File: src/hdl/cache_op_message_parser_macros.svh
// Assertion macros used by the message parser front end (cop_front).
// Depends on the clock i_clk and the reset i_rst_n being in scope where used.
`ifndef CACHE_OP_MESSAGE_PARSER_MACROS_SVH
`define CACHE_OP_MESSAGE_PARSER_MACROS_SVH

// Same-cycle implication, disabled during reset.
`define COP_ASSERT_IMP(label, ante, cons) \
    label: assert property (@(posedge i_clk) disable iff (!i_rst_n) (ante) |-> (cons)) \
        else $error("message parser assertion failed");

// Next-cycle implication, disabled during reset.
`define COP_ASSERT_NEXT(label, ante, cons) \
    label: assert property (@(posedge i_clk) disable iff (!i_rst_n) (ante) |=> (cons)) \
        else $error("message parser assertion failed");

`endif

File: src/hdl/cop_pkg.sv
// Package of the cache operation message parser: constants, codes and types.
// Used by every module of the block; depends on nothing.
package cop_pkg;

    localparam int MinBytes  = 21;
    localparam int OpidBytes = 8;
    localparam int NodeBytes = 4;
    localparam int KlenBytes = 2;
    localparam int VlenBytes = 4;

    localparam int AddrWidth = 3;
    localparam int DataWidth = 32;

    localparam logic RegExpectedVersion = 1'b0;
    localparam logic RegTombstoneMask   = 1'b1;

    localparam logic [7:0] ExpectedVersionReset = 8'd1;
    localparam logic [7:0] TombstoneMaskReset   = 8'd1;

    localparam logic [1:0] SegNone  = 2'd0;
    localparam logic [1:0] SegTopic = 2'd1;
    localparam logic [1:0] SegKey   = 2'd2;
    localparam logic [1:0] SegValue = 2'd3;

    localparam logic [1:0] StOk         = 2'd0;
    localparam logic [1:0] StTooShort   = 2'd1;
    localparam logic [1:0] StBadVersion = 2'd2;
    localparam logic [1:0] StTruncated  = 2'd3;

    typedef enum logic [10:0] {
        PH_VERSION = 11'b000_0000_0001,
        PH_FLAGS   = 11'b000_0000_0010,
        PH_OPID    = 11'b000_0000_0100,
        PH_NODE    = 11'b000_0000_1000,
        PH_TLEN    = 11'b000_0001_0000,
        PH_TOPIC   = 11'b000_0010_0000,
        PH_KLEN    = 11'b000_0100_0000,
        PH_KEY     = 11'b000_1000_0000,
        PH_VLEN    = 11'b001_0000_0000,
        PH_VALUE   = 11'b010_0000_0000,
        PH_TRAIL   = 11'b100_0000_0000
    } t_phase;

    typedef enum logic [2:0] {
        KIND_OTHER = 3'd0,
        KIND_FLAGS = 3'd1,
        KIND_OPID  = 3'd2,
        KIND_NODE  = 3'd3,
        KIND_TLEN  = 3'd4,
        KIND_KLEN  = 3'd5,
        KIND_VLEN  = 3'd6
    } t_kind;

    typedef struct packed {
        logic [7:0] data_byte;
        t_kind      kind;
        logic [1:0] segment;
        logic       last;
        logic [1:0] status;
    } t_item;

endpackage

File: src/hdl/cop_front.sv
// Front end of the message parser: accepts bytes, tracks the field layout and classifies each item.
// Depends on cop_pkg and cache_op_message_parser_macros.svh.
`include "cache_op_message_parser_macros.svh"

module cop_front (
    input  logic          i_clk,
    input  logic          i_rst_n,
    input  logic          i_valid,
    output logic          o_stall,
    input  logic [7:0]    i_data_byte,
    input  logic          i_end_of_message,
    input  logic [7:0]    i_expected_version,
    input  logic          i_full,
    output logic          o_push,
    output cop_pkg::t_item o_item
);
    import cop_pkg::*;

    t_phase      r_phase, n_phase;
    logic [31:0] r_rem, n_rem;
    logic [31:0] r_acc, n_acc;
    logic [4:0]  r_seen, n_seen;
    logic        r_vbad, n_vbad;
    logic        accept;
    logic [31:0] rem_dec;
    logic [15:0] acc_k;
    logic [31:0] acc_v;
    logic [1:0]  seg;
    t_kind       kind;
    logic [1:0]  status;

    assign o_stall = i_full;
    assign accept  = i_valid && !i_full;
    assign o_push  = accept;
    assign rem_dec = r_rem - 32'd1;
    assign acc_k   = {r_acc[7:0], i_data_byte};
    assign acc_v   = {r_acc[23:0], i_data_byte};

    always_comb begin
        n_phase = r_phase;
        n_rem   = r_rem;
        n_acc   = r_acc;
        n_vbad  = r_vbad;
        seg     = SegNone;
        kind    = KIND_OTHER;
        unique case (r_phase)
            PH_VERSION: begin
                n_vbad  = (i_data_byte != i_expected_version);
                n_phase = PH_FLAGS;
            end
            PH_FLAGS: begin
                kind    = KIND_FLAGS;
                n_phase = PH_OPID;
                n_rem   = 32'(OpidBytes);
            end
            PH_OPID: begin
                kind  = KIND_OPID;
                n_rem = rem_dec;
                if (rem_dec == 32'd0) begin
                    n_phase = PH_NODE;
                    n_rem   = 32'(NodeBytes);
                end
            end
            PH_NODE: begin
                kind  = KIND_NODE;
                n_rem = rem_dec;
                if (rem_dec == 32'd0) begin
                    n_phase = PH_TLEN;
                end
            end
            PH_TLEN: begin
                kind  = KIND_TLEN;
                n_acc = 32'd0;
                if (i_data_byte == 8'd0) begin
                    n_phase = PH_KLEN;
                    n_rem   = 32'(KlenBytes);
                end else begin
                    n_phase = PH_TOPIC;
                    n_rem   = {24'd0, i_data_byte};
                end
            end
            PH_TOPIC: begin
                seg   = SegTopic;
                n_rem = rem_dec;
                if (rem_dec == 32'd0) begin
                    n_phase = PH_KLEN;
                    n_rem   = 32'(KlenBytes);
                end
            end
            PH_KLEN: begin
                kind  = KIND_KLEN;
                n_rem = rem_dec;
                n_acc = {16'd0, acc_k};
                if (rem_dec == 32'd0) begin
                    if (acc_k == 16'd0) begin
                        n_phase = PH_VLEN;
                        n_rem   = 32'(VlenBytes);
                        n_acc   = 32'd0;
                    end else begin
                        n_phase = PH_KEY;
                        n_rem   = {16'd0, acc_k};
                    end
                end
            end
            PH_KEY: begin
                seg   = SegKey;
                n_rem = rem_dec;
                if (rem_dec == 32'd0) begin
                    n_phase = PH_VLEN;
                    n_rem   = 32'(VlenBytes);
                    n_acc   = 32'd0;
                end
            end
            PH_VLEN: begin
                kind  = KIND_VLEN;
                n_rem = rem_dec;
                n_acc = acc_v;
                if (rem_dec == 32'd0) begin
                    if (acc_v == 32'd0) begin
                        n_phase = PH_TRAIL;
                    end else begin
                        n_phase = PH_VALUE;
                        n_rem   = acc_v;
                    end
                end
            end
            PH_VALUE: begin
                seg   = SegValue;
                n_rem = rem_dec;
                if (rem_dec == 32'd0) begin
                    n_phase = PH_TRAIL;
                end
            end
            default: begin
            end
        endcase

        n_seen = (r_seen < 5'(MinBytes)) ? r_seen + 5'd1 : r_seen;

        if (n_seen < 5'(MinBytes)) begin
            status = StTooShort;
        end else if (n_vbad) begin
            status = StBadVersion;
        end else if (n_phase != PH_TRAIL) begin
            status = StTruncated;
        end else begin
            status = StOk;
        end

        o_item.data_byte = i_data_byte;
        o_item.kind      = kind;
        o_item.segment   = n_vbad ? SegNone : seg;
        o_item.last      = i_end_of_message;
        o_item.status    = i_end_of_message ? status : StOk;
    end

    always_ff @(posedge i_clk) begin
        if (!i_rst_n) begin
            r_phase <= PH_VERSION;
            r_rem   <= 32'd0;
            r_acc   <= 32'd0;
            r_seen  <= 5'd0;
            r_vbad  <= 1'b0;
        end else if (accept) begin
            if (i_end_of_message) begin
                r_phase <= PH_VERSION;
                r_rem   <= 32'd0;
                r_acc   <= 32'd0;
                r_seen  <= 5'd0;
                r_vbad  <= 1'b0;
            end else begin
                r_phase <= n_phase;
                r_rem   <= n_rem;
                r_acc   <= n_acc;
                r_seen  <= n_seen;
                r_vbad  <= n_vbad;
            end
        end
    end

    `COP_ASSERT_IMP(a_seen_saturates, 1'b1, r_seen <= 5'(MinBytes))
    `COP_ASSERT_NEXT(a_last_clears, accept && i_end_of_message, r_phase == PH_VERSION && r_seen == 5'd0)
    `COP_ASSERT_IMP(a_vbad_after_version, r_vbad, r_phase != PH_VERSION)

endmodule

File: src/hdl/cop_queue.sv
// Two-entry item queue between the front end and the back end of the message parser.
// Depends on cop_pkg.
module cop_queue (
    input  logic           i_clk,
    input  logic           i_rst_n,
    input  logic           i_push,
    input  cop_pkg::t_item i_item,
    output logic           o_full,
    input  logic           i_pop,
    output logic           o_valid,
    output cop_pkg::t_item o_item
);
    import cop_pkg::*;

    t_item      r_slot [2];
    logic       r_wr, r_rd;
    logic [1:0] r_count;
    logic       do_push, do_pop;

    assign o_full  = (r_count == 2'd2);
    assign o_valid = (r_count != 2'd0);
    assign o_item  = r_slot[r_rd];
    assign do_push = i_push && !o_full;
    assign do_pop  = i_pop && o_valid;

    always_ff @(posedge i_clk) begin
        if (do_push) begin
            r_slot[r_wr] <= i_item;
        end
    end

    always_ff @(posedge i_clk) begin
        if (!i_rst_n) begin
            r_wr    <= 1'b0;
            r_rd    <= 1'b0;
            r_count <= 2'd0;
        end else begin
            if (do_push) begin
                r_wr <= ~r_wr;
            end
            if (do_pop) begin
                r_rd <= ~r_rd;
            end
            r_count <= r_count + {1'b0, do_push} - {1'b0, do_pop};
        end
    end

endmodule

File: src/hdl/cop_back.sv
// Back end of the message parser: assembles header fields and lengths and drives the result register.
// Depends on cop_pkg.
module cop_back (
    input  logic           i_clk,
    input  logic           i_rst_n,
    input  logic           i_item_valid,
    input  cop_pkg::t_item i_item,
    output logic           o_take,
    input  logic [7:0]     i_tombstone_mask,
    input  logic           i_stall,
    output logic           o_valid,
    output logic [1:0]     o_segment,
    output logic [7:0]     o_payload_byte,
    output logic           o_payload_valid,
    output logic           o_message_done,
    output logic [1:0]     o_status,
    output logic [63:0]    o_operation_id,
    output logic [31:0]    o_node_number,
    output logic           o_tombstone,
    output logic [7:0]     o_topic_length,
    output logic [15:0]    o_key_length,
    output logic [31:0]    o_value_length
);
    import cop_pkg::*;

    logic [63:0] r_id, n_id;
    logic [31:0] r_node, n_node;
    logic [7:0]  r_flags, n_flags;
    logic [7:0]  r_tlen, n_tlen;
    logic [15:0] r_klen, n_klen;
    logic [31:0] r_vlen, n_vlen;
    logic        r_out_valid;
    logic        report;

    assign o_take  = i_item_valid && (!r_out_valid || !i_stall);
    assign o_valid = r_out_valid;
    assign report  = i_item.last && (i_item.status == StOk);

    always_comb begin
        n_id    = r_id;
        n_node  = r_node;
        n_flags = r_flags;
        n_tlen  = r_tlen;
        n_klen  = r_klen;
        n_vlen  = r_vlen;
        unique case (i_item.kind)
            KIND_OTHER: begin
            end
            KIND_FLAGS: n_flags = i_item.data_byte;
            KIND_OPID:  n_id    = {r_id[55:0], i_item.data_byte};
            KIND_NODE:  n_node  = {r_node[23:0], i_item.data_byte};
            KIND_TLEN: begin
                n_tlen = i_item.data_byte;
                n_klen = 16'd0;
                n_vlen = 32'd0;
            end
            KIND_KLEN: begin
                n_klen = {r_klen[7:0], i_item.data_byte};
                n_vlen = 32'd0;
            end
            KIND_VLEN:  n_vlen  = {r_vlen[23:0], i_item.data_byte};
            default: begin
            end
        endcase
    end

    always_ff @(posedge i_clk) begin
        if (!i_rst_n) begin
            r_out_valid <= 1'b0;
            r_id        <= 64'd0;
            r_node      <= 32'd0;
            r_flags     <= 8'd0;
            r_tlen      <= 8'd0;
            r_klen      <= 16'd0;
            r_vlen      <= 32'd0;
        end else begin
            if (o_take) begin
                r_out_valid <= 1'b1;
            end else if (!i_stall) begin
                r_out_valid <= 1'b0;
            end
            if (o_take) begin
                if (i_item.last) begin
                    r_id    <= 64'd0;
                    r_node  <= 32'd0;
                    r_flags <= 8'd0;
                    r_tlen  <= 8'd0;
                    r_klen  <= 16'd0;
                    r_vlen  <= 32'd0;
                end else begin
                    r_id    <= n_id;
                    r_node  <= n_node;
                    r_flags <= n_flags;
                    r_tlen  <= n_tlen;
                    r_klen  <= n_klen;
                    r_vlen  <= n_vlen;
                end
            end
        end
    end

    always_ff @(posedge i_clk) begin
        if (o_take) begin
            o_segment       <= i_item.segment;
            o_payload_valid <= (i_item.segment != SegNone);
            o_payload_byte  <= (i_item.segment != SegNone) ? i_item.data_byte : 8'd0;
            o_message_done  <= i_item.last;
            o_status        <= i_item.status;
            o_operation_id  <= report ? n_id : 64'd0;
            o_node_number   <= report ? n_node : 32'd0;
            o_tombstone     <= report && ((n_flags & i_tombstone_mask) != 8'd0);
            o_topic_length  <= report ? n_tlen : 8'd0;
            o_key_length    <= report ? n_klen : 16'd0;
            o_value_length  <= report ? n_vlen : 32'd0;
        end
    end

endmodule

File: src/hdl/cache_op_message_parser.sv
// Top level of the cache operation message parser: configuration registers and block wiring.
// Depends on cop_pkg, cop_front, cop_queue and cop_back.

// The parser takes one message byte per item and gives one result per item, at a sustained
// rate of one item per clock cycle while the output is not stalled. The front end classifies
// each byte into a two-entry queue at the accepting edge, and the back end moves it from the
// queue into the output register once that register is empty or not stalled, where it waits
// for as long as the output is stalled. The input stalls only when the queue is full. The
// status is reported on the result of the byte marked end of message; header fields, lengths
// and tombstone only when that status is OK. After that byte the parse starts afresh.
module cache_op_message_parser (
    input  logic                          i_clk,
    input  logic                          i_rst_n,
    input  logic                          psel,
    input  logic                          penable,
    input  logic                          pwrite,
    input  logic [cop_pkg::AddrWidth-1:0] paddr,
    input  logic [cop_pkg::DataWidth-1:0] pwdata,
    output logic [cop_pkg::DataWidth-1:0] prdata,
    output logic                          pready,
    input  logic                          i_valid,
    output logic                          o_stall,
    input  logic [7:0]                    i_data_byte,
    input  logic                          i_end_of_message,
    output logic                          o_valid,
    input  logic                          i_stall,
    output logic [1:0]                    o_segment,
    output logic [7:0]                    o_payload_byte,
    output logic                          o_payload_valid,
    output logic                          o_message_done,
    output logic [1:0]                    o_status,
    output logic [63:0]                   o_operation_id,
    output logic [31:0]                   o_node_number,
    output logic                          o_tombstone,
    output logic [7:0]                    o_topic_length,
    output logic [15:0]                   o_key_length,
    output logic [31:0]                   o_value_length
);
    import cop_pkg::*;

    logic [7:0] r_expected_version;
    logic [7:0] r_tombstone_mask;
    logic       cfg_write;
    logic       push, full, take, q_valid;
    t_item      front_item, queue_item;

    assign pready    = 1'b1;
    assign cfg_write = psel && penable && pwrite && pready;

    always_ff @(posedge i_clk) begin
        if (!i_rst_n) begin
            r_expected_version <= ExpectedVersionReset;
            r_tombstone_mask   <= TombstoneMaskReset;
        end else if (cfg_write) begin
            if (paddr[2] == RegExpectedVersion) begin
                r_expected_version <= pwdata[7:0];
            end else begin
                r_tombstone_mask <= pwdata[7:0];
            end
        end
    end

    always_comb begin
        if (paddr[2] == RegExpectedVersion) begin
            prdata = {24'd0, r_expected_version};
        end else begin
            prdata = {24'd0, r_tombstone_mask};
        end
    end

    cop_front u_front (
        .i_clk              (i_clk),
        .i_rst_n            (i_rst_n),
        .i_valid            (i_valid),
        .o_stall            (o_stall),
        .i_data_byte        (i_data_byte),
        .i_end_of_message   (i_end_of_message),
        .i_expected_version (r_expected_version),
        .i_full             (full),
        .o_push             (push),
        .o_item             (front_item)
    );

    cop_queue u_queue (
        .i_clk   (i_clk),
        .i_rst_n (i_rst_n),
        .i_push  (push),
        .i_item  (front_item),
        .o_full  (full),
        .i_pop   (take),
        .o_valid (q_valid),
        .o_item  (queue_item)
    );

    cop_back u_back (
        .i_clk            (i_clk),
        .i_rst_n          (i_rst_n),
        .i_item_valid     (q_valid),
        .i_item           (queue_item),
        .o_take           (take),
        .i_tombstone_mask (r_tombstone_mask),
        .i_stall          (i_stall),
        .o_valid          (o_valid),
        .o_segment        (o_segment),
        .o_payload_byte   (o_payload_byte),
        .o_payload_valid  (o_payload_valid),
        .o_message_done   (o_message_done),
        .o_status         (o_status),
        .o_operation_id   (o_operation_id),
        .o_node_number    (o_node_number),
        .o_tombstone      (o_tombstone),
        .o_topic_length   (o_topic_length),
        .o_key_length     (o_key_length),
        .o_value_length   (o_value_length)
    );

endmodule
File: config.mk
export PLATFORM = sky130hd
export DESIGN_NAME = cache_op_message_parser
export DESIGN_NICKNAME = d
export VERILOG_FILES = /design/src/hdl/cop_pkg.sv /design/src/hdl/cop_front.sv /design/src/hdl/cop_queue.sv /design/src/hdl/cop_back.sv /design/src/hdl/cache_op_message_parser.sv
export VERILOG_INCLUDE_DIRS = /design/src /design/src/hdl
export SDC_FILE = /design/constraint.sdc
export NUM_CORES = 1
export LEC_CHECK = 0
export ABC_AREA = 1
export BUFFER_PORTS_ARGS = -buffer_cell sky130_fd_sc_hd__buf_2
export CORE_UTILIZATION = 40
export DETAILED_ROUTE_END_ITERATION = 6
export GPL_TIMING_DRIVEN = 0
export HOLD_SLACK_MARGIN = 0.1
export PLACE_DENSITY = 0.67
export SLEW_MARGIN = 40
export SYNTH_ARGS = -nofsm -noshare
export SYNTH_HDL_FRONTEND = slang
export SYNTH_SLANG_ARGS = --single-unit
File: constraint.sdc
create_clock -name i_clk -period 6.7 [get_ports i_clk]
set_input_delay 1.005 -clock i_clk [delete_from_list [all_inputs] [get_ports i_clk]]
set_output_delay 1.005 -clock i_clk [all_outputs]
set_load 0.05 [all_outputs]
==> results of run 1 <==
## synthesized netlist by cell type (3+ instances only)
cell type / number
a211oi_1: 21
a21oi_2: 8
edfxtp_1: 199
o21ai_1: 9
o21bai_1: 5
nand2_4: 3
buf_6: 4
a31oi_1: 16
buf_4: 26
nand2_1: 675
nor3_1: 10
nor2_1: 287
nand4_1: 31
xnor2_1: 3
inv_1: 352
o21a_1: 10
o21ai_0: 171
nor2_4: 9
dfxtp_1: 255
mux2i_1: 5
nor2_2: 11
nand2_2: 18
clkbuf_1: 122
nand3_1: 65
buf_2: 4
nand3b_1: 7
a21oi_1: 235
or2_2: 92
xor2_1: 4
nor4_1: 7
o22ai_2: 10
ha_1: 5
o22ai_1: 52
## cell families (layout without fill, tap and decap cells)
group           after synthesis  count (layout)  synth area share
simple gates               1220            1220             0.242
compound gates              546             546             0.141
buf+inv                     514             806            0.0960
flops                       454             454             0.513
xor+xnor                      7               7           0.00284
mux                           6               6           0.00284
fa+ha+maj                     5               5           0.00289
other cells                   2              26          0.000347
## flip-flops by register name, indices dropped and copies added, names as in the netlist, 11 cells and up, named ones only
name / flops
u_back.o_operation_id: 64
u_queue.r_slot: 32
u_back.r_klen: 16
u_back.r_vlen: 32
u_back.r_id: 64
u_front.r_rem: 32
u_front.r_acc: 24
u_back.o_key_length: 16
u_back.o_node_number: 32
u_back.o_value_length: 32
u_front.r_phase: 11
u_back.r_node: 32
## critical path, stage by stage (launching register included)
cell,delay (ns)
dfxtp_1,0.30
buf_2,0.21
buf_1,0.57
o21ai_0,0.41
nand3_1,0.59
clkbuf_1,0.65
clkbuf_1,0.54
nor2_1,0.21
## power breakdown
group	switching (W)	total, W	internal, W	leakage, nW
Combinational	0.00342	0.00437	0.000941	5.92
Clock	0.00113	0.00279	0.00167	0.802
Sequential	0.000241	0.00388	0.00364	4.03
Total	0.00480	0.0110	0.00624	10.7
## how the worst min path moves through the flow
stage / start / end / slack (ns) / depth (start not counted)
4_1_cts: u_queue.r_rd / u_queue.r_rd / 0.46 / 1
3_5_place_dp: u_queue.r_rd / u_queue.r_rd / 0.44 / 1
6_report: u_back.r_node[29] / u_back.r_node[29] / 0.46 / 2
2_1_floorplan: u_queue.r_rd / flop / 0.43 / 1
5_1_grt: u_back.r_vlen[6] / u_back.r_vlen[6] / 0.48 / 2
3_3_place_gp: u_queue.r_rd / flop / 0.44 / 1
## metrics by stage
stage,power (W),hold slack (ns)
after detailed placement,0.00830,0.442
final,0.0110,0.462
after global placement,0.00831,0.436
after CTS,0.0111,0.458
after global routing,0.0116,0.477
after floorplan,0.00714,0.425
## layout make-up
type,count,area [sq um],area share
clock buffer,60,1280,0.0504
tap,688,861,0.0340
sequential,454,11100,0.437
clock inverter,30,380,0.0150
antenna,1,2.50,0.0000988
timing repair buffer,202,1060,0.0417
inverter,356,1350,0.0531
buffer,158,739,0.0292
multi-input combinational,1809,8600,0.339
## routing by layer
layer	GRT usage	wire, microns	share of wire	up-vias
met5	0	17	0.00028	-
met4	0.0815	2000	0.033	2
met3	0.0271	3030	0.050	122
met2	0.366	28800	0.48	526
met1	0.278	26100	0.44	8743
li1	-	-	-	9450
## cells in the final DEF, fill, tap and decap left out, types with 4 or more instances in the layout
master     Yosys  layout
a211oi_1      21      21
a21oi_1      235     235
a21oi_2        8       8
a31oi_1       16      16
buf_2          4     204
buf_4         26      26
buf_6          4       4
bufinv_16      0       8
clkbuf_1     122     130
clkbuf_16      0      49
clkinv_1       2      12
clkinv_2       0       7
conb_1         2      25
dfxtp_1      255     255
edfxtp_1     199     199
ha_1           5       5
inv_1        352     351
mux2i_2        0       4
nand2_1      675     675
nand2_2       18      18
nand3_1       65      65
nand3b_1       7       7
nand4_1       31      31
nor2_1       287     285
nor2_2        11      11
nor2_4         9      11
nor3_1        10      10
nor4_1         7       7
o21a_1        10      10
o21ai_0      171     170
o21ai_1        9       6
o21ai_2        1       5
o21bai_1       5       5
o22ai_1       52      52
o22ai_2       10      10
or2_2         92      92
xor2_1         4       4
==> flow_summary.json, run 1 <==
{
  "critPathLaunchType": "flop",
  "hold_viol": 0,
  "syn_to_final_growth_pct": 17.2,
  "cts_tree": "done",
  "final_core_util": 0.478,
  "rows": 84,
  "final_area_sq_mm": 0.0253,
  "max_slew_margin": 0.423,
  "place_ws_ns": 2.86,
  "clkTransAtPathRegs_ns": 0.06,
  "drc_errors": 0,
  "globalRouteOverflowTotal": 0,
  "grt_pass1_vias": 17300,
  "cts_buffers": 48,
  "run_status": "finished clean",
  "yosysUniqueCellTypes": 51,
  "synth_cells": 2754,
  "cp-endpoint": "u_back.o_key_length[9]",
  "min_period_ns": 3.81,
  "dr.pass1.iters": 6,
  "slew_violations": 0,
  "cts.sinks": 454,
  "antenna_found_initial": 2,
  "clk_latency_ns": 0.60,
  "fillCellCount": 5141,
  "grt_usage": 0.215,
  "vdd.ir_drop.worst_v": 0.000342,
  "r2r-end": "u_back.o_key_length[9]",
  "r2r_slack_ns": 2.89,
  "drt_wl_total_microns": 60000,
  "leakage_nw": 10.7,
  "yosysTopAreaCell": "edfxtp_1",
  "fmax_mhz": 263,
  "worst_ep_required_time_ns": 6.99,
  "cp.arrival_ns": 4.10,
  "start_util": 0.408,
  "synth.area.top_cells": "edfxtp_1 28%, dfxtp_1 24%, nand2_1 12%, inv_1 6.1%, a21oi_1 5.4%",
  "vias": 18800,
  "drtIter0Drc": 1389,
  "htree_levels": 2,
  "synth_enable_flop_cells": 199,
  "cts_hold_buf": 0,
  "dieArea_sq_mm": 0.0550,
  "fin_worst_skew_ns": 0.0283,
  "worstMarginPinSlew_ns": 0.859,
  "cp_max_fo": 10,
  "globalplace.congestion": 0.940,
  "finalSetupViolCount": 0,
  "postCtsSetupBuffers": 0,
  "tns_ns": 0,
  "core-area_sq_mm": 0.0530,
  "syn-cell-area_sq_mm": 0.0216,
  "ys.flop_type": "dfxtp_1",
  "endpoint_kind": "flop",
  "placed_area_sq_mm": 0.0237,
  "fin_crit_sh": 0.568,
  "final_cells": 3758,
  "synthArstFlopShare": 0,
  "syn_avg_cell_area_sq_um": 7.85,
  "drive_gt1_frac": 0.156,
  "port_buffers": 200,
  "p_per_area_mw_per_mm2": 436,
  "yosys_register_bits": 454,
  "rr_worst_depth": 7,
  "avgRoutedWirePerCell_microns": 16.0,
  "hp-class": "reg -> reg",
  "grt_pass1_wl_microns": 92900,
  "antenna_left": 0,
  "cts_resized": 0,
  "dp_hpwl_microns": 44200,
  "viasPerCell": 5.01,
  "placed_cells": 3667,
  "critPathKind": "reg -> reg",
  "cts_root_buf": "clkbuf_16",
  "clock_path_buffers": 3,
  "maxCapViolCount": 0,
  "die_width_microns": 234,
  "grt_max_degree": 82,
  "ys_seq_area_frac": 0.513,
  "yosysWarnings": 0,
  "ios": 253,
  "die_y_microns": 234,
  "synth_top_area_share": 0.276,
  "setup_slack_ns": 2.89,
  "nets": 3085,
  "rsz0062_at_grt": "no"
}
No activity file was read; power rests on OpenSTA's default activity.
==> run 2: changes to the inputs <==
- PLACE_DENSITY: 0.67 -> 0.69
- clock period: 6.7 -> 3.3 ns (I/O delays scaled with it)
==> run 2 against run 1 <==
  * Fmax increased by 21%
  * Hold slack got worse by 0.33 ns
  * First-iteration DRC count increased by 18%
  * Power increased by 110%
  * Wire length increased by 0.84%
  * Die area unchanged
  * Final cell count increased by 0.24%
  * Utilization increased by 0.69 points
  * Count of clock-buffer cells in the layout increased by 3
  * Via count increased by 1.2%
  * Critical path type unchanged
==> flow_summary.json, run 2 (synthesis results as in run 1) <==
{
  "run_status": "finished clean",
  "p_per_area_mw_per_mm2": 888,
  "vdd.ir_drop.worst_v": 0.000601,
  "critPathLaunchType": "flop",
  "final_cell_mix": "673 x nand2_1, 350 x inv_1, 278 x nor2_1",
  "setup_slack_ns": 0.141,
  "cts_buffers": 49,
  "htree_levels": 2,
  "nets": 3094,
  "worstHoldStart": "pwdata[0]",
  "path_cells": "clkbuf_4, inv_1, or2_2, o21ai_0, nand3_2, clkbuf_2, clkbuf_1, nor2_1",
  "p_sw_w": 0.00985,
  "maxCapViolCount": 0,
  "die_width_microns": 234,
  "r2r_slack_ns": 0.14,
  "p_comb_frac": 0.398,
  "cp_num_buf_inv": 4,
  "globalplace.congestion": 0.922,
  "finalSetupViolCount": 0,
  "hold_end": "r_tombstone_mask[0]",
  "min_period_ns": 3.16,
  "clk_latency_ns": 0.60,
  "port_buffers": 200,
  "use_met3": 0.0317,
  "die_y_microns": 234,
  "drc_errors": 0,
  "hp-class": "in -> reg",
  "worst_ep_required_time_ns": 3.69,
  "multiInputGateArea_sq_mm": 0.00871,
  "pwr-share-clk": 0.256,
  "core-area_sq_mm": 0.0530,
  "critPathKind": "reg -> reg",
  "seqPwrFrac": 0.345,
  "grt_pass1_wl_microns": 92800,
  "worstMarginPinSlew_ns": 0.879,
  "grt_usage": 0.215,
  "slowest_stage": "nand3_2",
  "whs_path_depth": 3,
  "avgRoutedWirePerCell_microns": 16.1,
  "dieArea_sq_mm": 0.0550,
  "use_met1": 0.282,
  "rr_worst_depth": 8,
  "top_regs": "u_back.o_operation_id (64), u_back.r_id (64)",
  "grt_pass1_vias": 17300,
  "fillCellCount": 5106,
  "r2r-end": "u_back.o_key_length[10]",
  "viasPerCell": 5.06,
  "place_ws_ns": -0.406,
  "fin_worst_skew_ns": 0.0273,
  "fin_hold_ws_ns": 0.133,
  "start_util": 0.408,
  "drtIter0Drc": 1635,
  "fmax_mhz": 317,
  "clock_path_buffers": 3,
  "antenna_found_initial": 2,
  "slew_violations": 0,
  "final_common_cell": "nand2_1",
  "placed_area_sq_mm": 0.0238,
  "dp_hpwl_microns": 44900,
  "leakage_nw": 10.9,
  "switching_share": 0.431,
  "endpoint_kind": "flop",
  "cts_root_buf": "clkbuf_16",
  "vias": 19100,
  "cp_max_fo": 18,
  "syn_to_final_growth_pct": 18.9,
  "final_area_sq_mm": 0.0257,
  "top_usage_layer": "met2",
  "clkTransAtPathRegs_ns": 0.06,
  "cp.arrival_ns": 3.55,
  "drive_gt1_frac": 0.170,
  "p_int_w": 0.0130,
  "grt_use_met2": 0.353,
  "hold_viol": 0,
  "ios": 253,
  "antenna_left": 0,
  "globalRouteOverflowTotal": 0,
  "cts_tree": "done",
  "regArea_sq_mm": 0.0111,
  "cpPeakStageDelay_ns": 0.47,
  "dr.pass1.iters": 5,
  "cts.sinks": 454,
  "path_delay_family": "buffers and inverters",
  "fin_crit_sh": 0.957,
  "grt_max_degree": 28,
  "rows": 84,
  "max_slew_margin": 0.403,
  "drt_wl_total_microns": 60500
}
[run 2: per-layer routing]
metal  vias up  routed length (microns)
li1       9477                        -
met1      8862                    26400
met5         -                        8
met3       121                     3530
met2       607                    28300
met4         2                     2250
[run 2: layout make-up]
class	count	area share
Antenna cell	1	0.0000973
Buffer	157	0.0291
Clock buffer	63	0.0532
Clock inverter	28	0.0146
Inverter	356	0.0522
Multi-Input combinational cell	1809	0.339
Sequential cell	454	0.431
Tap cell	688	0.0335
Timing Repair Buffer	211	0.0472
[run 2: how the worst max path moves through the flow]
stage                     start  cells past startpoint  slack [ns]                       end
6_report                   flop                      8        0.14   u_back.o_key_length[10]
5_1_grt        u_front.r_rem[3]                     22     -0.0005      u_queue.r_slot[0][0]
4_1_cts        u_front.r_rem[0]                     22        0.02      u_queue.r_slot[1][0]
3_5_place_dp               flop                      7       -0.41  u_back.o_operation_id[2]
3_3_place_gp            i_stall                     10       -2.57        u_queue.r_count[1]
2_1_floorplan           i_stall                      9       -1.04        u_queue.r_count[1]
[run 2: tightest hold or removal path, stage by stage]
cell and delay [ns]:
buf_2 0.09, nand2_1 0.05, nand3_1 0.05
[run 2: power groups by stage]
stage,Clock [W],Combinational [W],Sequential (W)
finish,0.00585,0.00909,0.00789
global route,0.00613,0.00980,0.00800
CTS,0.00593,0.00907,0.00790
detailed placement,0,0.00904,0.00801
global placement,0,0.00776,0.00789
floorplan,0,0.00349,0.0110
[run 2: timing repair]
action / CTS / global route
pin swaps: 0 / 2
setup endpoints to repair: 90 / 284
hold buffers: 0 / 0
gates cloned: 0 / 0
resized for setup: 3 / 28
setup buffers: 0 / 4
[run 2: metrics by stage]
step	util	instances	total power, W	TNS [ns]
after detailed placement	0.450	3672	0.0171	-10.33
after floorplan	-	2777	0.0145	-56.59
after global placement	0.446	3665	0.0156	-327.10
after global routing	0.485	3766	0.0239	-0.000903
after CTS	0.483	3762	0.0229	0
final	0.485	3767	0.0228	0
